File: src/rtl/srca_pkg.sv
`default_nettype none

package srca_pkg;

  // coordinate width, two's complement fixed point (default Q16.16)
  localparam int CW = 32;
  // split point of the multiplier operand into partial products
  localparam int HW = CW / 2;

  typedef enum logic [1:0] {
    KIND_OVERLAP,
    KIND_MISS,
    KIND_CONTACT
  } kind_t;

  // input beat
  typedef struct packed {
    logic signed [CW-1:0] mover_left;
    logic signed [CW-1:0] mover_right;
    logic signed [CW-1:0] mover_bottom;
    logic signed [CW-1:0] mover_top;
    logic signed [CW-1:0] obstacle_left;
    logic signed [CW-1:0] obstacle_right;
    logic signed [CW-1:0] obstacle_bottom;
    logic signed [CW-1:0] obstacle_top;
    logic signed [CW-1:0] move_x;
    logic signed [CW-1:0] move_y;
  } in_beat_t;

  // result beat
  typedef struct packed {
    logic                 collides;
    logic signed [CW-1:0] allowed_x;
    logic signed [CW-1:0] allowed_y;
  } out_beat_t;

  // divider state handed from cell to cell
  typedef struct packed {
    logic [CW-1:0] rem;
    logic [CW-1:0] num_lo;
    logic [CW-1:0] quo;
    logic [CW-1:0] den;
  } div_t;

  // side data riding along with the divider state
  typedef struct packed {
    kind_t                kind;
    logic                 ovf;
    logic                 div_x;
    logic [CW-1:0]        fixed;
    logic signed [CW-1:0] move_x;
    logic signed [CW-1:0] move_y;
  } side_t;

  // clamp a magnitude into the signed range and apply the sign
  function automatic logic [CW-1:0] sat_signed(input logic [CW-1:0] mag, input logic neg);
    logic [CW-1:0] lim;
    logic [CW-1:0] pmax;
    logic [CW-1:0] m;
    lim  = {1'b1, {(CW-1){1'b0}}};
    pmax = {1'b0, {(CW-1){1'b1}}};
    if (neg) begin
      m = (mag > lim) ? lim : mag;
      sat_signed = -m;
    end else begin
      m = (mag > pmax) ? pmax : mag;
      sat_signed = m;
    end
  endfunction

endpackage

`default_nettype wire

File: src/rtl/srca_div_cell.sv
`default_nettype none

module srca_div_cell (
  input  wire logic             clk,
  input  wire logic             rst,
  input  wire logic             in_valid,
  input  wire srca_pkg::div_t   in_div,
  input  wire srca_pkg::side_t  in_side,
  output logic                  out_valid,
  output srca_pkg::div_t        out_div,
  output srca_pkg::side_t       out_side
);
  import srca_pkg::*;

  logic [CW:0] r2, diff;
  logic        ge;
  div_t        div_next;

  // one restoring step: shift in the next numerator bit, subtract if it fits
  always_comb begin
    r2   = {in_div.rem, in_div.num_lo[CW-1]};
    diff = r2 - {1'b0, in_div.den};
    ge   = r2 >= {1'b0, in_div.den};
    div_next.rem    = ge ? diff[CW-1:0] : r2[CW-1:0];
    div_next.num_lo = {in_div.num_lo[CW-2:0], 1'b0};
    div_next.quo    = {in_div.quo[CW-2:0], ge};
    div_next.den    = in_div.den;
  end

  always_ff @(posedge clk) begin
    out_div  <= div_next;
    out_side <= in_side;
  end

  always_ff @(posedge clk) begin
    if (rst) begin
      out_valid <= 1'b0;
    end else begin
      out_valid <= in_valid;
    end
  end

endmodule

`default_nettype wire

File: config.mk
export PLATFORM = sky130hd
export DESIGN_NAME = srca_div_cell
export DESIGN_NICKNAME = d
export VERILOG_FILES = /design/src/rtl/srca_pkg.sv /design/src/rtl/srca_div_cell.sv
export SDC_FILE = /design/constraint.sdc
export NUM_CORES = 1
export LEC_CHECK = 0
export BUFFER_PORTS_ARGS = -buffer_cell sky130_fd_sc_hd__clkbuf_2
export CAP_MARGIN = 20
export CORE_AREA = 3 3 176 178
export CTS_BUF_LIST = sky130_fd_sc_hd__clkbuf_4
export DETAILED_ROUTE_END_ITERATION = 12
export DIE_AREA = 0 0 179 181
export GPL_TIMING_DRIVEN = 0
export PLACE_DENSITY = 0.47
export SLEW_MARGIN = 20
export SYNTH_ARGS = -nofsm -noshare
export SYNTH_HDL_FRONTEND = slang
export SYNTH_SLANG_ARGS = --single-unit
File: constraint.sdc
create_clock -name clk -period 3.6 [get_ports clk]
set_input_delay 0.72 -clock clk [delete_from_list [all_inputs] [get_ports clk]]
set_output_delay 0.72 -clock clk [all_outputs]
set_load 0.05 [all_outputs]
==> flow_summary.toml <==
[detailed_routing]
drt_first_pass_iters = 6
final_antenna_net_count = 0
wl_per_cell_um = 18.5
wl_mm = 28.5
drt_iter0_drc = 173
viasPerCell = 4.05
vias = 6232
drc = 0

[synth]
synth_area_um2 = 6790
syn_nets = 840
ys_seq_area_share_pct = 67.2
yosysMostFrequentCell = "dfxtp_1"
ys_ff_latch = 228
synth-edff-count = 0
synth_top_area_share_pct = 67.2
netlist_top_cells_count = "dfxtp_1 (228), a21oi_1 (56), inv_1 (38)"
synth_warnings = 0
ys_top_cells_by_area = "dfxtp_1 (67%), ha_1 (5.9%), a21oi_1 (4.1%)"
ys.flop_type = "dfxtp_1"
synth_area_per_cell_um2 = 11.8
synth_cell_type_count = 49
synthCells = 576
async_flop_share_pct = 0
yosys.area.top_type = "dfxtp_1"

[worst_setup_path]
path_class = "in -> reg"
cp.required_ps = 4130
cp_max_fo = 4
start_kind = "input pin"
critical_path_arrival_ps = 3830
crit_start = "in_div[95]"
cp-endpoint = "out_div[126]$_DFF_P_"
cp-end-kind = "flop"

[outcome]
run_status = "finished, final reports clean"

[die]
rows = 63
core_um2 = 29600
dieArea_um2 = 32400
die_height_um = 181
fp.dieW_um = 179
num_io_pins = 460
start_util_pct = 23.0

[global_route]
first_global_vias = 6515
grt_max_degree = 11
track_usage_pct = 16.7
antenna_found_initial = 4
grt_overflow_total = 0
grt_pass1_wl_mm = 39.7

[placed_design]
gp_congestion = 0.798
port_buffers = 457
dp_hpwl_mm = 23.4

[cells_and_area]
multi_input_comb_area_um2 = 1990
layout-drive-gt1-share_pct = 50.5
fin_nets = 1367
syn_to_final_growth_pct = 53.3
fillers = 3172
seq_area_um2 = 4560

[sta]
holdWs_ps = 155
worst_pin_slew_ps = 620
finalSetupTns_ps = 0
hold_violations = 0
finalSetupViolCount = 0
max_freq_mhz = 302
fin_crit_ps = 3310
rsz0062_at_grt = "no"
slew_headroom_pct = 58.5
fin_crit_sh_pct = 91.9
slew_violations = 0

[job]
maxCapViolCount = 0

[power]
cellLeakagePower_nw = 5.41
power-per-cell-area_nw_per_um2 = 647
total_power_w = 0.00674
peakVddDrop_uv = 246

[clock_network]
cts_inserted_buffers = 67
clockBufferDepth = 3
ctsHtreeMaxLevel = 3
postCtsHoldBufs = 0
cts.sinks = 228
clkTransAtPathRegs_ps = 70
cts-root-buf = "clkbuf_4"
cts_tree = "yes"

[min_path]
worstHoldPathType = "in -> reg"
==> kinds of logic after synthesis <==
logic type / count (synthesis) / share of synthesized area [%]
xor+xnor: 27 / 3.48
other cells: 1 / 0.0552
flops: 228 / 67.2
compound gates: 119 / 10.8
buf+inv: 57 / 3.54
simple gates: 100 / 6.95
mux: 11 / 1.81
fa+ha+maj: 33 / 6.19
==> where the power goes <==
| part | total, W | internal [W] | switching [W] |
|---|---|---|---|
| logic | 0.00150 | 0.000394 | 0.00111 |
| clock network | 0.00246 | 0.00132 | 0.00115 |
| registers | 0.00277 | 0.00272 | 0.0000501 |
| total | 0.00674 | 0.00443 | 0.00230 |
==> state kept, by name, indices dropped and copies added, names as in the netlist <==
name,cells
out_div,127
out_valid,1
out_side,100
==> layout make-up <==
| cell class | count | area share (%) |
|---|---|---|
| Timing Repair Buffer | 458 | 22.0 |
| Multi-Input combinational cell | 291 | 19.1 |
| Sequential cell | 228 | 43.8 |
| Inverter | 38 | 1.37 |
| Antenna cell | 1 | 0.0240 |
| Clock inverter | 23 | 1.48 |
| Buffer | 19 | 0.937 |
| Tap cell | 390 | 4.69 |
| Clock buffer | 91 | 6.56 |
==> worst min-delay path by stage <==
stage / start / depth (start not counted) / end
after floorplan: in_div[0] / 0 / out_div[0]$_DFF_P_
after global placement: in_side[75] / 1 / out_side[75]$_DFF_P_
after detailed placement: in_side[74] / 1 / out_side[74]$_DFF_P_
after CTS: in_side[98] / 1 / out_side[98]$_DFF_P_
after global routing: in_div[56] / 1 / out_div[57]$_DFF_P_
final: in_side[98] / 1 / out_side[98]$_DFF_P_
==> cell usage in the layout (no fill, tap or decap), types with 8 or more instances in the layout <==
master,count
a21o_1,12
a21oi_1,56
buf_2,8
clkbuf_2,458
clkbuf_4,91
clkinv_1,15
dfxtp_1,228
ha_1,32
inv_1,38
nand2_1,26
nand3_1,8
nand4_1,8
nor2_1,35
o21ai_0,16
xnor2_1,15
xor2_1,12
==> worst max-delay path: stages <==
cell      delay (ps)
clkbuf_2          90
inv_1             40
ha_1             200
fa_1             400
nand2b_1         180
a21oi_1          190
o21ai_0          260
o311a_1          420
a31oi_1          330
a21oi_1          230
o41ai_1          350
xor2_1           110
mux2_1           300
==> routing by layer <==
metal	wire (um)	GRT usage [%]
met1	10700	17.8
met2	13600	28.0
met4	1200	8.32
met3	3000	7.40
met5	39	0
==> stage by stage <==
| step | instances | utilization [%] | setup WS [ps] | cell area, um^2 |
|---|---|---|---|---|
| after CTS | 1537 | 35.2 | 67.7 | 10400 |
| after detailed placement | 1423 | 32.4 | -618 | 9570 |
| after floorplan | 576 | - | 243 | 6790 |
| final | 1539 | 35.2 | 292 | 10400 |
| after global routing | 1539 | 35.2 | 43.8 | 10400 |
| after global placement | 1423 | 32.4 | -575 | 9570 |
==> timing repair <==
action / 4_1_cts / 5_1_grt
setup endpoints to repair: 0 / 26
gates resized for setup: 0 / 0
buffers inserted: 0 / 1
(Power assumes the default switching activity.)
